$ cat src/rtl/armseq_pkg.sv
// ----------------------------------------------------------------------------
// armseq_pkg
// Shared types, codes and constants of the autoranging R/C meter sequencer.
// ----------------------------------------------------------------------------
package armseq_pkg;

  localparam int SAMPLE_W    = 12;
  localparam int VALUE_W     = 40;
  localparam int HOLD_W      = 16;
  localparam int TICKS_W     = 14;
  localparam int RANGE_W     = 20;
  localparam int FULL_COUNTS = 4020;

  localparam logic [VALUE_W-1:0] MAX_VALUE = {VALUE_W{1'b1}};
  localparam logic [HOLD_W-1:0]  HOLD_MAX  = {HOLD_W{1'b1}};

  // Register reset values.
  localparam logic [SAMPLE_W-1:0] RST_IN_RANGE_LIMIT = 12'd3900;
  localparam logic [SAMPLE_W-1:0] RST_DISCHARGED     = 12'd82;
  localparam logic [SAMPLE_W-1:0] RST_CHARGED        = 12'd2580;
  localparam logic [TICKS_W-1:0]  RST_HOLD_TICKS     = 14'd1000;
  localparam logic [TICKS_W-1:0]  RST_DISCH_TIMEOUT  = 14'd5000;
  localparam logic [TICKS_W-1:0]  RST_CHARGE_LIMIT   = 14'd1000;

  // Configuration register indexes.
  localparam logic [2:0] CFG_MEASURE_CAP   = 3'd0;
  localparam logic [2:0] CFG_PERIODIC      = 3'd1;
  localparam logic [2:0] CFG_IN_RANGE      = 3'd2;
  localparam logic [2:0] CFG_DISCHARGED    = 3'd3;
  localparam logic [2:0] CFG_CHARGED       = 3'd4;
  localparam logic [2:0] CFG_HOLD_TICKS    = 3'd5;
  localparam logic [2:0] CFG_DISCH_TIMEOUT = 3'd6;
  localparam logic [2:0] CFG_CHARGE_LIMIT  = 3'd7;

  // Drive codes.
  localparam logic [2:0] DRV_HIZ      = 3'd0;
  localparam logic [2:0] DRV_330_HI   = 3'd1;
  localparam logic [2:0] DRV_10K_HI   = 3'd2;
  localparam logic [2:0] DRV_1M_HI    = 3'd3;
  localparam logic [2:0] DRV_330_LO   = 3'd4;
  localparam logic [2:0] DRV_1M_CHG   = 3'd5;

  // Error codes.
  localparam logic [1:0] ERR_NONE    = 2'd0;
  localparam logic [1:0] ERR_SCALE   = 2'd1;
  localparam logic [1:0] ERR_TIMEOUT = 2'd2;

  typedef enum logic [3:0] {
    PH_IDLE    = 4'd0,
    PH_R330    = 4'd1,
    PH_R10K    = 4'd2,
    PH_R1M     = 4'd3,
    PH_AVG     = 4'd4,
    PH_HOLD_R  = 4'd5,
    PH_OOR     = 4'd6,
    PH_DISCH   = 4'd7,
    PH_CHARGE  = 4'd8,
    PH_HOLD_C  = 4'd9,
    PH_TIMEOUT = 4'd10
  } phase_t;

  typedef enum logic [2:0] {
    ST_WAIT,
    ST_STEP,
    ST_MUL,
    ST_DSTART,
    ST_DIV,
    ST_EMIT
  } ctrl_state_t;

  typedef struct packed {
    logic capture;
    logic step;
    logic mul;
    logic div_start;
    logic div_take;
    logic load_out;
  } ctrl_cmd_t;

  typedef struct packed {
    logic need_div;
    logic div_done;
    logic out_free;
  } dp_sts_t;

  function automatic logic [RANGE_W-1:0] range_ohms(input logic [1:0] sel);
    logic [RANGE_W-1:0] r;
    case (sel)
      2'd0:    r = 20'd330;
      2'd1:    r = 20'd10000;
      default: r = 20'd1000000;
    endcase
    return r;
  endfunction

endpackage

$ cat src/rtl/armseq_div.sv
// ----------------------------------------------------------------------------
// armseq_div
// Restoring divider, one quotient bit per cycle, for the ohms computation.
// ----------------------------------------------------------------------------
module armseq_div import armseq_pkg::*; #(
  parameter int DIVISOR_W = 17
) (
  input  logic                 clk,
  input  logic                 rst_n,
  input  logic                 start,
  input  logic [VALUE_W-1:0]   dividend,
  input  logic [DIVISOR_W-1:0] divisor,
  output logic                 done,
  output logic [VALUE_W-1:0]   quotient
);

  localparam int CNT_W = $clog2(VALUE_W);
  localparam logic [CNT_W-1:0] LAST = CNT_W'(VALUE_W - 1);

  logic [DIVISOR_W-1:0] rem_r, rem_nxt;
  logic [DIVISOR_W-1:0] dsr_r;
  logic [VALUE_W-1:0]   quo_r, quo_nxt;
  logic [CNT_W-1:0]     cnt_r;
  logic                 busy_r, done_r;
  logic [DIVISOR_W:0]   trial;
  logic [DIVISOR_W:0]   diff;
  logic                 ge;

  assign trial = {rem_r, quo_r[VALUE_W-1]};
  assign diff  = trial - {1'b0, dsr_r};
  assign ge    = trial >= {1'b0, dsr_r};

  always_comb begin
    rem_nxt = ge ? diff[DIVISOR_W-1:0] : trial[DIVISOR_W-1:0];
    quo_nxt = {quo_r[VALUE_W-2:0], ge};
  end

  always_ff @(posedge clk) begin
    if (!rst_n) begin
      busy_r <= 1'b0;
      done_r <= 1'b0;
      cnt_r  <= '0;
    end else if (start) begin
      busy_r <= 1'b1;
      done_r <= 1'b0;
      cnt_r  <= '0;
    end else if (busy_r) begin
      cnt_r <= cnt_r + 1'b1;
      if (cnt_r == LAST) begin
        busy_r <= 1'b0;
        done_r <= 1'b1;
      end
    end
  end

  always_ff @(posedge clk) begin
    if (start) begin
      rem_r <= '0;
      dsr_r <= divisor;
      quo_r <= dividend;
    end else if (busy_r) begin
      rem_r <= rem_nxt;
      quo_r <= quo_nxt;
    end
  end

  assign done     = done_r;
  assign quotient = quo_r;

endmodule

$ cat src/rtl/armseq_ctrl.sv
// ----------------------------------------------------------------------------
// armseq_ctrl
// Sequencer state machine: accepts a beat, steps the datapath, runs the
// ohms multiply and divide when a resistance result completes, and emits.
// ----------------------------------------------------------------------------
module armseq_ctrl import armseq_pkg::*; (
  input  logic      clk,
  input  logic      rst_n,
  input  logic      in_tvalid,
  output logic      in_tready,
  input  dp_sts_t   sts,
  output ctrl_cmd_t cmd
);

  ctrl_state_t state_r, state_nxt;

  always_ff @(posedge clk) begin
    if (!rst_n) begin
      state_r <= ST_WAIT;
    end else begin
      state_r <= state_nxt;
    end
  end

  always_comb begin
    state_nxt = state_r;
    case (state_r)
      ST_WAIT:   if (in_tvalid) state_nxt = ST_STEP;
      ST_STEP:   state_nxt = sts.need_div ? ST_MUL : ST_EMIT;
      ST_MUL:    state_nxt = ST_DSTART;
      ST_DSTART: state_nxt = ST_DIV;
      ST_DIV:    if (sts.div_done) state_nxt = ST_EMIT;
      ST_EMIT:   if (sts.out_free) state_nxt = ST_WAIT;
      default:   state_nxt = ST_WAIT;
    endcase
  end

  always_comb begin
    cmd       = '0;
    in_tready = 1'b0;
    case (state_r)
      ST_WAIT: begin
        in_tready   = 1'b1;
        cmd.capture = in_tvalid;
      end
      ST_STEP:   cmd.step      = 1'b1;
      ST_MUL:    cmd.mul       = 1'b1;
      ST_DSTART: cmd.div_start = 1'b1;
      ST_DIV:    cmd.div_take  = sts.div_done;
      ST_EMIT:   cmd.load_out  = sts.out_free;
      default: begin
        cmd       = '0;
        in_tready = 1'b0;
      end
    endcase
  end

endmodule

$ cat src/rtl/armseq_dp.sv
// ----------------------------------------------------------------------------
// armseq_dp
// Datapath: configuration registers, measurement state, sample averaging,
// ohms multiply and divide, and the output register.
// ----------------------------------------------------------------------------
module armseq_dp import armseq_pkg::*; #(
  parameter int AVG_SAMPLES = 32
) (
  input  logic                 clk,
  input  logic                 rst_n,
  input  ctrl_cmd_t            cmd,
  output dp_sts_t              sts,
  input  logic                 in_kind,
  input  logic [SAMPLE_W-1:0]  in_sample,
  input  logic                 cfg_wr,
  input  logic [2:0]           cfg_index,
  input  logic [TICKS_W-1:0]   cfg_data,
  input  logic                 out_tready,
  output logic                 out_tvalid,
  output logic [3:0]           out_phase,
  output logic [2:0]           out_drive,
  output logic                 out_value_valid,
  output logic [VALUE_W-1:0]   out_measured_value,
  output logic                 out_value_is_cap,
  output logic [1:0]           out_error_code
);

  localparam int CNT_W  = $clog2(AVG_SAMPLES + 1);
  localparam int SUM_W  = $clog2(AVG_SAMPLES * 4095 + 1);
  localparam int DEN    = AVG_SAMPLES * FULL_COUNTS;
  localparam int DEN_W  = $clog2(DEN + 1);
  localparam int PROD_W = RANGE_W + SUM_W;

  localparam logic [CNT_W-1:0] CNT_FULL = CNT_W'(AVG_SAMPLES);
  localparam logic [CNT_W-1:0] CNT_ONE  = CNT_W'(1);
  localparam logic [DEN_W-1:0] DEN_C    = DEN_W'(DEN);

  // Configuration.
  logic                 meas_cap_r, periodic_r;
  logic [SAMPLE_W-1:0]  in_range_r, discharged_r, charged_r;
  logic [TICKS_W-1:0]   hold_ticks_r, disch_timeout_r, charge_limit_r;

  // Captured beat.
  logic                 kind_r;
  logic [SAMPLE_W-1:0]  sample_r;

  // Measurement state.
  phase_t               phase_r, phase_nxt;
  logic [HOLD_W-1:0]    hold_r, hold_nxt;
  logic [TICKS_W-1:0]   charge_r, charge_nxt;
  logic [1:0]           sel_r, sel_nxt;
  logic [CNT_W-1:0]     cnt_r, cnt_nxt;
  logic [SUM_W-1:0]     sum_r, sum_nxt;

  // Result of the current beat.
  logic                 res_valid_r, res_valid_nxt;
  logic                 res_cap_r, res_cap_nxt;
  logic [VALUE_W-1:0]   res_value_r;
  logic                 need_div;

  // Ohms arithmetic.
  logic [PROD_W-1:0]    prod_full;
  logic [VALUE_W-1:0]   prod_r;
  logic [DEN_W-1:0]     dsr_r;
  logic                 sat_r;
  logic                 div_done;
  logic [VALUE_W-1:0]   quotient;

  // Output register.
  logic                 out_valid_r;
  logic [3:0]           out_phase_r;
  logic [2:0]           out_drive_r;
  logic                 out_vv_r, out_cap_r;
  logic [VALUE_W-1:0]   out_value_r;
  logic [1:0]           out_err_r;
  logic [2:0]           drive_now;
  logic [1:0]           err_now;

  logic [HOLD_W-1:0]    hold_inc;

  always_ff @(posedge clk) begin
    if (!rst_n) begin
      meas_cap_r      <= 1'b0;
      periodic_r      <= 1'b0;
      in_range_r      <= RST_IN_RANGE_LIMIT;
      discharged_r    <= RST_DISCHARGED;
      charged_r       <= RST_CHARGED;
      hold_ticks_r    <= RST_HOLD_TICKS;
      disch_timeout_r <= RST_DISCH_TIMEOUT;
      charge_limit_r  <= RST_CHARGE_LIMIT;
    end else if (cfg_wr) begin
      case (cfg_index)
        CFG_MEASURE_CAP:   meas_cap_r      <= cfg_data[0];
        CFG_PERIODIC:      periodic_r      <= cfg_data[0];
        CFG_IN_RANGE:      in_range_r      <= cfg_data[SAMPLE_W-1:0];
        CFG_DISCHARGED:    discharged_r    <= cfg_data[SAMPLE_W-1:0];
        CFG_CHARGED:       charged_r       <= cfg_data[SAMPLE_W-1:0];
        CFG_HOLD_TICKS:    hold_ticks_r    <= cfg_data;
        CFG_DISCH_TIMEOUT: disch_timeout_r <= cfg_data;
        CFG_CHARGE_LIMIT:  charge_limit_r  <= cfg_data;
        default: ;
      endcase
    end
  end

  always_ff @(posedge clk) begin
    if (cmd.capture) begin
      kind_r   <= in_kind;
      sample_r <= in_sample;
    end
  end

  assign hold_inc = (hold_r != HOLD_MAX) ? hold_r + 1'b1 : hold_r;

  // One beat of the measurement sequence.
  always_comb begin
    phase_nxt     = phase_r;
    hold_nxt      = hold_r;
    charge_nxt    = charge_r;
    sel_nxt       = sel_r;
    cnt_nxt       = cnt_r;
    sum_nxt       = sum_r;
    res_valid_nxt = 1'b0;
    res_cap_nxt   = 1'b0;
    need_div      = 1'b0;
    if (kind_r) begin
      if (phase_r == PH_IDLE) begin
        hold_nxt  = '0;
        phase_nxt = meas_cap_r ? PH_DISCH : PH_R330;
      end else if (phase_r inside {[PH_HOLD_R:PH_TIMEOUT]}) begin
        phase_nxt = PH_IDLE;
      end
    end else begin
      case (phase_r)
        PH_R330, PH_R10K, PH_R1M: begin
          if (sample_r <= in_range_r) begin
            sel_nxt   = 2'(phase_r - 4'd1);
            sum_nxt   = SUM_W'(sample_r);
            cnt_nxt   = CNT_ONE;
            phase_nxt = PH_AVG;
          end else if (phase_r == PH_R1M) begin
            phase_nxt = PH_OOR;
          end else begin
            phase_nxt = phase_t'(phase_r + 4'd1);
          end
        end
        PH_AVG: begin
          sum_nxt = sum_r + SUM_W'(sample_r);
          cnt_nxt = cnt_r + 1'b1;
        end
        PH_HOLD_R, PH_OOR, PH_HOLD_C: begin
          if (hold_r < {2'b00, hold_ticks_r}) begin
            hold_nxt = hold_inc;
          end else if (periodic_r) begin
            hold_nxt  = '0;
            phase_nxt = meas_cap_r ? PH_DISCH : PH_R330;
          end
        end
        PH_DISCH: begin
          if (sample_r <= discharged_r) begin
            phase_nxt  = PH_CHARGE;
            charge_nxt = '0;
          end else if (hold_r < {2'b00, disch_timeout_r}) begin
            hold_nxt = hold_inc;
          end else begin
            phase_nxt = PH_TIMEOUT;
          end
        end
        PH_CHARGE: begin
          if (sample_r >= charged_r) begin
            phase_nxt     = PH_HOLD_C;
            res_valid_nxt = 1'b1;
            res_cap_nxt   = 1'b1;
          end else if (charge_r < charge_limit_r) begin
            hold_nxt   = hold_inc;
            charge_nxt = charge_r + 1'b1;
          end else begin
            phase_nxt = PH_OOR;
          end
        end
        default: ;
      endcase
      // The average is complete once enough samples are summed.
      if (phase_nxt == PH_AVG && cnt_nxt >= CNT_FULL) begin
        need_div      = 1'b1;
        res_valid_nxt = 1'b1;
        phase_nxt     = PH_HOLD_R;
        hold_nxt      = '0;
      end
    end
  end

  always_ff @(posedge clk) begin
    if (!rst_n) begin
      phase_r  <= PH_IDLE;
      hold_r   <= '0;
      charge_r <= '0;
      sel_r    <= '0;
      cnt_r    <= '0;
      sum_r    <= '0;
    end else if (cmd.step) begin
      phase_r  <= phase_nxt;
      hold_r   <= hold_nxt;
      charge_r <= charge_nxt;
      sel_r    <= sel_nxt;
      cnt_r    <= cnt_nxt;
      sum_r    <= sum_nxt;
    end
  end

  always_ff @(posedge clk) begin
    if (cmd.step) begin
      res_valid_r <= res_valid_nxt;
      res_cap_r   <= res_cap_nxt;
      res_value_r <= res_cap_nxt ? VALUE_W'(charge_r) : '0;
    end else if (cmd.div_take) begin
      res_value_r <= sat_r ? MAX_VALUE : quotient;
    end
  end

  assign prod_full = range_ohms(sel_r) * sum_r;

  always_ff @(posedge clk) begin
    if (cmd.mul) begin
      prod_r <= VALUE_W'(prod_full);
      dsr_r  <= DEN_C - DEN_W'(sum_r);
      sat_r  <= sum_r >= SUM_W'(DEN);
    end
  end

  armseq_div #(
    .DIVISOR_W(DEN_W)
  ) u_div (
    .clk      (clk),
    .rst_n    (rst_n),
    .start    (cmd.div_start),
    .dividend (prod_r),
    .divisor  (dsr_r),
    .done     (div_done),
    .quotient (quotient)
  );

  always_comb begin
    case (phase_r)
      PH_R330:            drive_now = DRV_330_HI;
      PH_R10K:            drive_now = DRV_10K_HI;
      PH_R1M:             drive_now = DRV_1M_HI;
      PH_AVG, PH_HOLD_R: begin
        case (sel_r)
          2'd0:    drive_now = DRV_330_HI;
          2'd1:    drive_now = DRV_10K_HI;
          default: drive_now = DRV_1M_HI;
        endcase
      end
      PH_DISCH:           drive_now = DRV_330_LO;
      PH_CHARGE, PH_HOLD_C: drive_now = DRV_1M_CHG;
      default:            drive_now = DRV_HIZ;
    endcase
    case (phase_r)
      PH_OOR:     err_now = ERR_SCALE;
      PH_TIMEOUT: err_now = ERR_TIMEOUT;
      default:    err_now = ERR_NONE;
    endcase
  end

  always_ff @(posedge clk) begin
    if (!rst_n) begin
      out_valid_r <= 1'b0;
    end else if (cmd.load_out) begin
      out_valid_r <= 1'b1;
    end else if (out_tready) begin
      out_valid_r <= 1'b0;
    end
  end

  always_ff @(posedge clk) begin
    if (cmd.load_out) begin
      out_phase_r <= phase_r;
      out_drive_r <= drive_now;
      out_vv_r    <= res_valid_r;
      out_cap_r   <= res_cap_r;
      out_value_r <= res_value_r;
      out_err_r   <= err_now;
    end
  end

  assign sts.need_div = need_div;
  assign sts.div_done = div_done;
  assign sts.out_free = !out_valid_r || out_tready;

  assign out_tvalid         = out_valid_r;
  assign out_phase          = out_phase_r;
  assign out_drive          = out_drive_r;
  assign out_value_valid    = out_vv_r;
  assign out_measured_value = out_value_r;
  assign out_value_is_cap   = out_cap_r;
  assign out_error_code     = out_err_r;

endmodule

$ cat src/rtl/autorange_rc_meter_sequencer.sv
// ----------------------------------------------------------------------------
// autorange_rc_meter_sequencer
// Autoranging ohmmeter and RC time-constant capacitance meter sequencer.
//
//   Channel | Direction | Payload
//   in_     | slave     | tuser[0] kind; tdata[11:0] adc_sample
//   out_    | master    | tdata phase, drive, valid, value, error; tuser is_cap
//   cfg_    | write     | cfg_index[2:0] register, cfg_data[13:0] value
//
// A beat that finishes a resistance average goes through step, multiply,
// divider start and the serial divider before emit; every other beat goes
// from step straight to emit. One beat is in work at a time; the next is
// accepted while the output register still holds the previous result.
// Reset is synchronous on rst_n and restores configuration and the idle phase.
// A stalled out_tready holds the result and delays the next beat's result.
// ----------------------------------------------------------------------------
module autorange_rc_meter_sequencer import armseq_pkg::*; #(
  parameter int AVG_SAMPLES = 32
) (
  input  logic        clk,
  input  logic        rst_n,
  input  logic        in_tvalid,
  output logic        in_tready,
  input  logic [15:0] in_tdata,   // [11:0] adc_sample, [15:12] zero
  input  logic        in_tuser,   // [0] kind
  output logic        out_tvalid,
  input  logic        out_tready,
  output logic [55:0] out_tdata,  // [3:0] phase, [6:4] drive, [7] value_valid,
                                  // [47:8] measured_value, [49:48] error_code
  output logic        out_tuser,  // [0] value_is_capacitance
  input  logic        cfg_valid,
  output logic        cfg_ready,
  input  logic [2:0]  cfg_index,
  input  logic [13:0] cfg_data
);

  ctrl_cmd_t            cmd;
  dp_sts_t              sts;
  logic [3:0]           phase;
  logic [2:0]           drive;
  logic                 value_valid;
  logic [VALUE_W-1:0]   measured_value;
  logic [1:0]           error_code;

  assign cfg_ready = 1'b1;

  armseq_ctrl u_ctrl (
    .clk       (clk),
    .rst_n     (rst_n),
    .in_tvalid (in_tvalid),
    .in_tready (in_tready),
    .sts       (sts),
    .cmd       (cmd)
  );

  armseq_dp #(
    .AVG_SAMPLES(AVG_SAMPLES)
  ) u_dp (
    .clk                (clk),
    .rst_n              (rst_n),
    .cmd                (cmd),
    .sts                (sts),
    .in_kind            (in_tuser),
    .in_sample          (in_tdata[SAMPLE_W-1:0]),
    .cfg_wr             (cfg_valid && cfg_ready),
    .cfg_index          (cfg_index),
    .cfg_data           (cfg_data),
    .out_tready         (out_tready),
    .out_tvalid         (out_tvalid),
    .out_phase          (phase),
    .out_drive          (drive),
    .out_value_valid    (value_valid),
    .out_measured_value (measured_value),
    .out_value_is_cap   (out_tuser),
    .out_error_code     (error_code)
  );

  assign out_tdata = {6'b0, error_code, measured_value, value_valid, drive, phase};

endmodule

$ cat config.mk
export PLATFORM = sky130hd
export DESIGN_NAME = autorange_rc_meter_sequencer
export DESIGN_NICKNAME = d
export VERILOG_FILES = /design/src/rtl/armseq_pkg.sv /design/src/rtl/armseq_div.sv /design/src/rtl/armseq_ctrl.sv /design/src/rtl/armseq_dp.sv /design/src/rtl/autorange_rc_meter_sequencer.sv
export SDC_FILE = /design/constraint.sdc
export NUM_CORES = 1
export LEC_CHECK = 0
export BUFFER_PORTS_ARGS = -buffer_cell sky130_fd_sc_hd__buf_2
export CAP_MARGIN = 10
export CELL_PAD_IN_SITES_DETAIL_PLACEMENT = 1
export CELL_PAD_IN_SITES_GLOBAL_PLACEMENT = 1
export CORE_AREA = 8 8 356 185
export DETAILED_ROUTE_END_ITERATION = 10
export DIE_AREA = 0 0 364 193
export PLACE_DENSITY_LB_ADDON = 0.08
export SLEW_MARGIN = 20
export SYNTH_ARGS = -nofsm -noshare
export SYNTH_HDL_FRONTEND = slang
export SYNTH_HIERARCHICAL = 1
export SYNTH_SLANG_ARGS = --single-unit
$ cat constraint.sdc
create_clock -name clk -period 6.5 [get_ports clk]
set_clock_uncertainty 0.15 [all_clocks]
set_input_delay 0.65 -clock clk [delete_from_list [all_inputs] [get_ports clk]]
set_output_delay 0.65 -clock clk [all_outputs]
set_load 0.01 [all_outputs]
==> results.md, run 1 <==
Clock tree:
- In this run the deepest clock path goes through 3 buffers.
- TritonCTS built the clock tree.
- Buffers inserted to repair hold after CTS numbered 0.
- The clock input transition at the sequential cells of the worst setup and hold paths is 0.07 ns.
- The CTS buffer count is 41.
- The tree is rooted in a sky130_fd_sc_hd__clkbuf_16.
- In this run the number of H-tree levels came out at 2.
- The number of clock sinks is 385.
- The insertion delay of the later-clocked pin in the worst-skew pair is 0.58 ns.

Critical path:
- The critical path goes through or2_4, buf_4, nand2_1, fa_1, inv_1, fa_1, fa_1, fa_1, fa_1, inv_1, fa_1, inv_1, ha_1, nor2b_1, o21ai_1, nand2b_1, a21o_1, o2111ai_4, nand3_2, o31a_1, or4b_4, nand3_2.
- The highest fanout seen on the critical path is 7.
- The slowest stage of the critical path belongs to the cell sky130_fd_sc_hd__fa_1.
- The largest single stage delay on the critical path is 0.55 ns.
- Together, buffers and inverters on the worst path number 4.
- Data on the critical path arrives at its endpoint at 6.76 ns.
- By instance count, the cell type seen most on the critical path is sky130_fd_sc_hd__fa_1.
- Grouping stages by cell kind, the critical path spends the most delay in adder cells.
- The worst setup path is launched from a flop.
- The path type of the worst setup path is flop to flop.
- The endpoint class of the critical path is a flop.
- The critical path required time is 6.81 ns.

Floorplanning:
- 99 I/O pins were placed.
- The die width is 364 um.
- Row generation in the floorplan step produced 65 rows.
- The die covers 0.07025 mm2.
- The die is 193 um tall.
- The initial utilization of the core area, before any placement, comes to 0.4396.
- The core region is 0.06140 mm2.

Synthesis:
- The mean instance size in the synthesized netlist is 9.794 um2.
- Among all flip-flop cells after synthesis, the most frequent one is sky130_fd_sc_hd__edfxtp_1.
- The synthesized design contains 217 enable-type register cells.
- The count of warnings emitted by yosys is 6.
- Yosys instantiated no cell more often than sky130_fd_sc_hd__inv_1.
- The fraction of registers with async set/reset is 0.
- For this run, the register share of the synthesized area comes to 0.3660.
- The area of the mapped netlist is 0.02699 mm2.
- The post-synthesis sequential element count is 385.
- After synthesis, the cell types taking the most area are sky130_fd_sc_hd__edfxtp_1, sky130_fd_sc_hd__ha_1, sky130_fd_sc_hd__dfxtp_1.
- The cell accounting for the most synthesized area is sky130_fd_sc_hd__edfxtp_1.
- The number of cells produced by synthesis is 2756.
- The synthesized netlist contains 102 unique library cells.
- By count the netlist is led by sky130_fd_sc_hd__inv_1, sky130_fd_sc_hd__ha_1, sky130_fd_sc_hd__nand2_1.
- Of the post-synthesis cell area, the dominant cell type holds 0.2414.

Routing:
- The number of DRC violations after detailed routing is 0.
- The initial detailed-routing violation count is 1598.
- The remaining antenna violation count is 0.
- The via density per instance is 5.419.
- Summed over all layers, the routed wires come to 86.37 mm.
- For this block, the via count after detailed routing is 20710.
- For this run, the detailed router's first-pass iteration total came to 5.
- After detailed routing, the average wire length per cell comes to 22.60 um.

Placed design:
- The HPWL after detailed placement is 68.76 mm.
- The number of buffers inserted by port buffering is 87.
- The weighted congestion reported at the end of routability-driven placement is 0.9057.
- The placed standard-cell area is 0.02922 mm2.
- The placement-stage worst setup slack is -0.4920 ns.

Timing:
- The post-route worst setup slack is 0.04461 ns.
- The relative slew slack is 0.2135.
- The count of endpoints failing hold in the final timing report is 0.
- At the pin with the least slew margin, the transition time is 1.177 ns.
- The minimum clock period after layout is 6.455 ns.
- The number of setup violations in the final report is 0.
- The maximum clock frequency is 0.1549 GHz.
- The final max-slew violation count was 0.
- The sum of negative setup slack is 0 ns.
- Setup repair after global routing could not meet its margin everywhere.
- The share of the clock period used by the worst path after layout is 0.9931.

Global route:
- The initial antenna violation count is 6.
- The via count of the first global-routing pass is 21747.
- The remaining global-route overflow is 0.
- The first-pass GRT wire length is 132.5 mm.
- The global-route total usage across every layer is 0.2450.
- The largest net degree at the start of global routing is 78.

Cells and area:
- The number of nets in the layout is 3435.
- The post-synthesis to final-layout area growth is 15.28%.
- Once layout is done, the placed cells without fillers occupy 0.03112 mm2.
- In the final layout, the share of cells above drive strength 1 is 0.1629.

Power and ir drop:
- For this design the static power due to leakage is 14.21 nW.
- The proportion of total power due to net switching is 0.2873.
- The net switching component of the power is 0.001776 W.
- The share of total power dissipated in combinational logic is 0.163.
- Of the total power, the clock network draws 0.391.
- For this design the ratio of total power to cell area is 198.7 mW/mm2.
- The peak supply drop is 0.1769 mV.
- The cell-internal power is 0.004406 W.
- The share of total power dissipated in sequential elements is 0.445.

Hold path:
- The path class of the lowest-slack min-delay path is input port to flop.

Job:
- The max capacitance violation total is 0.

Status:
- The flow ran to the end, and the final reports show no timing, DRC or antenna violations.
routing by layer:
metal	GRT usage	up-vias	part of all wire
li1	-	9734	-
met1	0.3937	10357	0.54
met2	0.3226	541	0.36
met3	0.07054	78	0.083
met4	0.03477	0	0.012
met5	0	-	0
path summary, 6_finish.rpt:
path / cells after the start / from / endpoint / slack [ns]
worst max register to register: 22 / u_dp/sel_r[1] / u_dp/prod_r[34] / 0.04
worst min register to register: 0 / u_dp/res_value_r[39] / u_dp/out_measured_value[39] / 0.27
worst min-delay path: 1 / in_tuser / u_dp/kind_r / 0.09
worst max-delay path: 22 / u_dp/sel_r[1] / u_dp/prod_r[34] / 0.04
cells by family after synthesis:
logic type | count (synthesis) | share of synthesized area
buf+inv | 518 | 0.07542
flops | 385 | 0.3660
xor+xnor | 81 | 0.02628
mux | 49 | 0.02007
fa+ha+maj | 444 | 0.2475
simple gates | 800 | 0.1396
compound gates | 476 | 0.1246
other cells | 3 | 0.0004172
power groups by stage:
stage	clock (W)	combinational, W	sequential (W)
2_1_floorplan	0	0.000637	0.00277
3_3_place_gp	0	0.000928	0.00280
3_5_place_dp	0	0.000963	0.00280
4_1_cts	0.00247	0.000988	0.00275
5_1_grt	0.00256	0.00110	0.00276
6_report	0.00242	0.00101	0.00275
stage by stage:
step	utilization	hold slack (ns)	std cells	power [W]
2_1_floorplan	-	0.2503	2765	0.003407
3_3_place_gp	0.4759	0.2511	3739	0.003726
3_5_place_dp	0.4759	0.2552	3739	0.003765
4_1_cts	0.5030	0.06422	3817	0.006213
5_1_grt	0.5067	0.06876	3820	0.006426
6_report	0.5068	0.09209	3822	0.006182
area by class of cell:
class                   instances  area (um2)
clock inverters                18       206.4
clock buffers                  56        1134
repair buffers                252        1733
multi-input cells            1862       15560
flip-flops and latches        385        9894
fillers                      6826       30290
diodes                          2       5.005
inverters                     410        1539
well taps                     837        1047
flip-flops by register name (all words and copies together), names as in the netlist, 3 cells and up:
name,count
u_dp/sample_r,12
u_dp/in_range_r,12
u_dp/u_div/quotient,40
u_dp/dsr_r,17
u_dp/hold_ticks_r,14
u_dp/hold_r,16
u_ctrl/state_r,3
u_dp/discharged_r,12
u_dp/res_value_r,40
u_dp/charge_limit_r,14
u_dp/charged_r,12
u_dp/out_drive,3
u_dp/u_div/rem_r,17
u_dp/sum_r,17
u_dp/u_div/dsr_r,17
u_dp/out_measured_value,40
u_dp/out_phase,4
u_dp/charge_r,14
u_dp/u_div/cnt_r,6
u_dp/cnt_r,6
u_dp/phase_r,4
u_dp/disch_timeout_r,14
u_dp/prod_r,36
placed cells by master, fill, tap and decap left out, drive strengths merged, types with 10 or more instances in the layout:
cell type    n
and3        22
conb        12
nand2b      35
fa         150
clkbuf      56
dfxtp      168
nor2       210
nor2b       30
nand2      289
a31oi       16
o211a       10
inv        413
xor2        40
a21o        32
o21a        10
or2         11
ha         294
nand4       25
o21ai       90
a21oi       92
or3         12
buf        252
nor3        32
a21boi      57
edfxtp     217
mux2        41
and2        59
o211ai      60
nand3       38
xnor2       41
repair_timing:
action | 4_1_cts | 5_1_grt
gates resized for setup | 66 | 51
pin swaps | 31 | 45
endpoints found under the setup margin | 10 | 9
setup buffers | 4 | 4
(Power assumes the default switching activity.)
==> run 2, diff against run 1 <==
--- a/config.mk
+++ b/config.mk
@@ -9,9 +9,9 @@
 export CAP_MARGIN = 10
 export CELL_PAD_IN_SITES_DETAIL_PLACEMENT = 1
 export CELL_PAD_IN_SITES_GLOBAL_PLACEMENT = 1
-export CORE_AREA = 8 8 356 185
+export CORE_AREA = 5 5 353 182
 export DETAILED_ROUTE_END_ITERATION = 10
-export DIE_AREA = 0 0 364 193
+export DIE_AREA = 0 0 358 187
 export PLACE_DENSITY_LB_ADDON = 0.08
 export SLEW_MARGIN = 20
 export SYNTH_ARGS = -nofsm -noshare
==> results.md, run 2 (same netlist as run 1, synthesis figures left out) <==
Power and ir drop:
- The analysis attributes to net switching a power of 0.001758 W.
- The clock group share of total power is 0.375.
- The share of total power dissipated in sequential elements is 0.457.
- Of the total power, the share spent switching nets is 0.2916.
- Across the VDD grid, the largest voltage drop is 0.1807 mV.
- For this design the ratio of total power to cell area is 194.4 mW/mm2.
- The leakage power is 14.18 nW.
- Overall power consumption after layout is estimated at 0.006029 W.
- The relative contribution of combinational cells to total power is 0.168.
- The internal power of the cells totals 0.004271 W.

Clock tree:
- The insertion delay of the later-clocked pin in the worst-skew pair is 0.58 ns.
- The CTS buffer count is 39.
- The number of H-tree levels is 2.
- Clock-pin slew was measured on the worst setup and hold paths at 0.07 ns.
- The clock tree root buffer cell is sky130_fd_sc_hd__clkbuf_16.
- The number of hold-repair buffers added at the cts stage is 0.
- The clock drives 385 sinks.
- The maximum root-to-sink buffer count is 3.
- TritonCTS built the clock tree.

Routing:
- In the routed design, unresolved DRC markers number 0.
- Dividing the detail-routed via count by the number of cells gives 5.493.
- The number of detailed-route iterations in the first pass is 7.
- The via count is 20916.
- After the first detailed-routing iteration, the DRC count stood at 1538.
- The routed design has 86.38 mm of wire.
- The detail route stage leaves a number of antenna-violating nets equal to 0.
- The wire length per cell after detailed routing is 22.68 um.

Status:
- The flow ran to the end, but the final reports show violations.
- The final reports fail on setup timing.

Hold path:
- The worst-case hold path end point is u_dp/kind_r.
- The number of stages on the worst hold path is 1.
- The startpoint identified for the worst hold timing path is in_tuser.
- The path class of the lowest-slack min-delay path is input port to flop.

Critical path:
- Among the stages of the critical path, the cell type that occurs most often is sky130_fd_sc_hd__fa_1.
- Broken down by cell family, the worst path's largest delay share belongs to adder cells.
- The path type of the worst setup path is flop to flop.
- The origin of the critical flop-to-flop path is u_dp/sel_r[1].
- Measured in cells, the most critical reg-to-reg path has a length of 23.
- The endpoint class of the critical path is a flop.
- For this run, the slowest stage of the critical path takes 0.57 ns.
- The critical path required time is 6.78 ns.
- The endpoint identified for the worst register-to-register timing path is u_dp/prod_r[34].
- STA classifies the critical path startpoint as a flop.
- Of all nets on the critical path, the largest fanout is 12.
- The critical path goes through buf_12, nand2b_4, buf_4, buf_4, and2_4, ha_4, fa_1, fa_2, fa_1, fa_1, inv_1, fa_1, inv_1, ha_4, nor3_2, o21ai_1, a22oi_2, a21oi_4, o2111ai_2, nand3_2, o31a_1, or4b_1, nand3_1.
- The critical path starts at u_dp/sel_r[1].
- For this design, the slowest cell found on the critical path is sky130_fd_sc_hd__fa_1.
- In this run the register-to-register setup slack is -0.02 ns.
- At the worst endpoint, the arrival time is 6.79 ns.
- The buffers plus inverters on the worst setup path is 5.

Timing:
- The relative slew slack is 0.2733.
- For this run, the top clock speed supported by timing is 0.1535 GHz.
- The tightest hold path in the finished design has a slack of 0.1011 ns.
- Setup slack on the critical path of the routed design comes to -0.01529 ns.
- The final max-slew violation count is 0.
- The slew of the pin with the lowest slew margin is 1.086 ns.
- Setup repair after global routing could not meet its margin everywhere.
- Setup violations remaining at the end of the flow were counted as 1.
- The share of the clock period used by the worst path after layout is 1.002.
- The count of endpoints failing hold in the final timing report was 0.
- The worst path in the final design needs a cycle of 6.515 ns, including I/O delays and setup.

Cells and area:
- The share of layout cells above drive strength 1 is 0.1626.
- The sequential cells in the finished layout cover a total of 0.009888 mm2.
- The multi-input combinational cells in the finished layout cover a total of 0.01559 mm2.
- Leaving out fill and tap cells, the most frequent cell in the layout is sky130_fd_sc_hd__inv_1.
- The number of nets in the layout is 3435.
- The library cells used most frequently in the layout, excluding fill and tap cells, are sky130_fd_sc_hd__inv_1, sky130_fd_sc_hd__nand2_1, sky130_fd_sc_hd__ha_1.
- Summing all non-filler instances in the final layout gives an area of 0.03101 mm2.
- Relative to the synthesized area, the layout overhead comes to 14.90%.
- The filler cells instantiated in the layout total 6795.
- The core utilization of the finished layout is 0.5123.

Placed design:
- The weighted congestion reported at the end of routability-driven placement is 0.9218.
- The placed standard-cell area is 0.02916 mm2.
- The total half-perimeter wirelength after legalization and detailed placement is 68.84 mm.
- The placement-stage worst setup slack is -0.5029 ns.
- The number of buffers inserted by port buffering is 87.

Global route:
- The initial antenna violation count is 5.
- The via count of the first global-routing pass was 21793.
- The first global-routing pass estimated 132.7 mm of wire.
- Across every metal layer, demand over resource in global routing totals 0.2566.
- After global routing the overflow that remains totals 0.
- The largest net degree at the start of global routing is 70.

Job:
- The tool flagged a number of max-cap violations equal to 0.

Floorplanning:
- 99 I/O pins were placed.
- The total core area is 0.06054 mm2.
- The die covers 0.06695 mm2.
- The initial utilization of the core area, before any placement, comes to 0.4459.
- The floorplan has 64 rows.
- The die is 358 um wide.
- The vertical extent of the die is 187 um.
run 2: per-layer routing:
metal / GRT usage / part of all wire / vias up
met3: 0.06743 / 0.089 / 59
met2: 0.3312 / 0.37 / 599
met4: 0.02843 / 0.0093 / 0
met5: 0 / 0 / -
met1: 0.4291 / 0.53 / 10528
li1: - / - / 9730
run 2: through the flow:
stage | setup TNS (ns) | instances
floorplan | 0 | 2765
global placement | -1.245 | 3723
detailed placement | -2.934 | 3723
CTS | 0 | 3798
global route | -0.5204 | 3807
finish | -0.01529 | 3808
run 2: worst max-delay path by stage:
stage                                  to  slack, ns  cells after the start
final                     u_dp/prod_r[34]      -0.02                     23
after global routing      u_dp/prod_r[34]      -0.21                     23
after CTS                 u_dp/prod_r[36]     0.0006                     26
after detailed placement  u_dp/prod_r[34]      -0.50                     23
after global placement    u_dp/prod_r[34]      -0.27                     23
after floorplan           u_dp/prod_r[34]       0.01                     23
run 2: repair_timing:
action / 4_1_cts / 5_1_grt
pin swaps: 17 / 46
setup buffers: 4 / 9
setup endpoints to repair: 10 / 11
resized for setup: 42 / 75
run 2: power by group through the flow:
stage | clock [W] | sequential [W] | combinational (W)
after floorplan | 0 | 0.00277 | 0.000637
after global placement | 0 | 0.00280 | 0.000922
after global routing | 0.00243 | 0.00276 | 0.00111
final | 0.00226 | 0.00275 | 0.00102
after detailed placement | 0 | 0.00280 | 0.000961
after CTS | 0.00232 | 0.00275 | 0.000979
run 2: cell type report:
| cell class | instances | share of cell area |
|---|---|---|
| inverters | 410 | 0.04970 |
| diodes | 1 | 0.00008069 |
| clock inverters | 24 | 0.007060 |
| flip-flops and latches | 385 | 0.3188 |
| well taps | 825 | 0.03328 |
| repair buffers | 254 | 0.05551 |
| multi-input cells | 1862 | 0.5028 |
| clock buffers | 47 | 0.03276 |
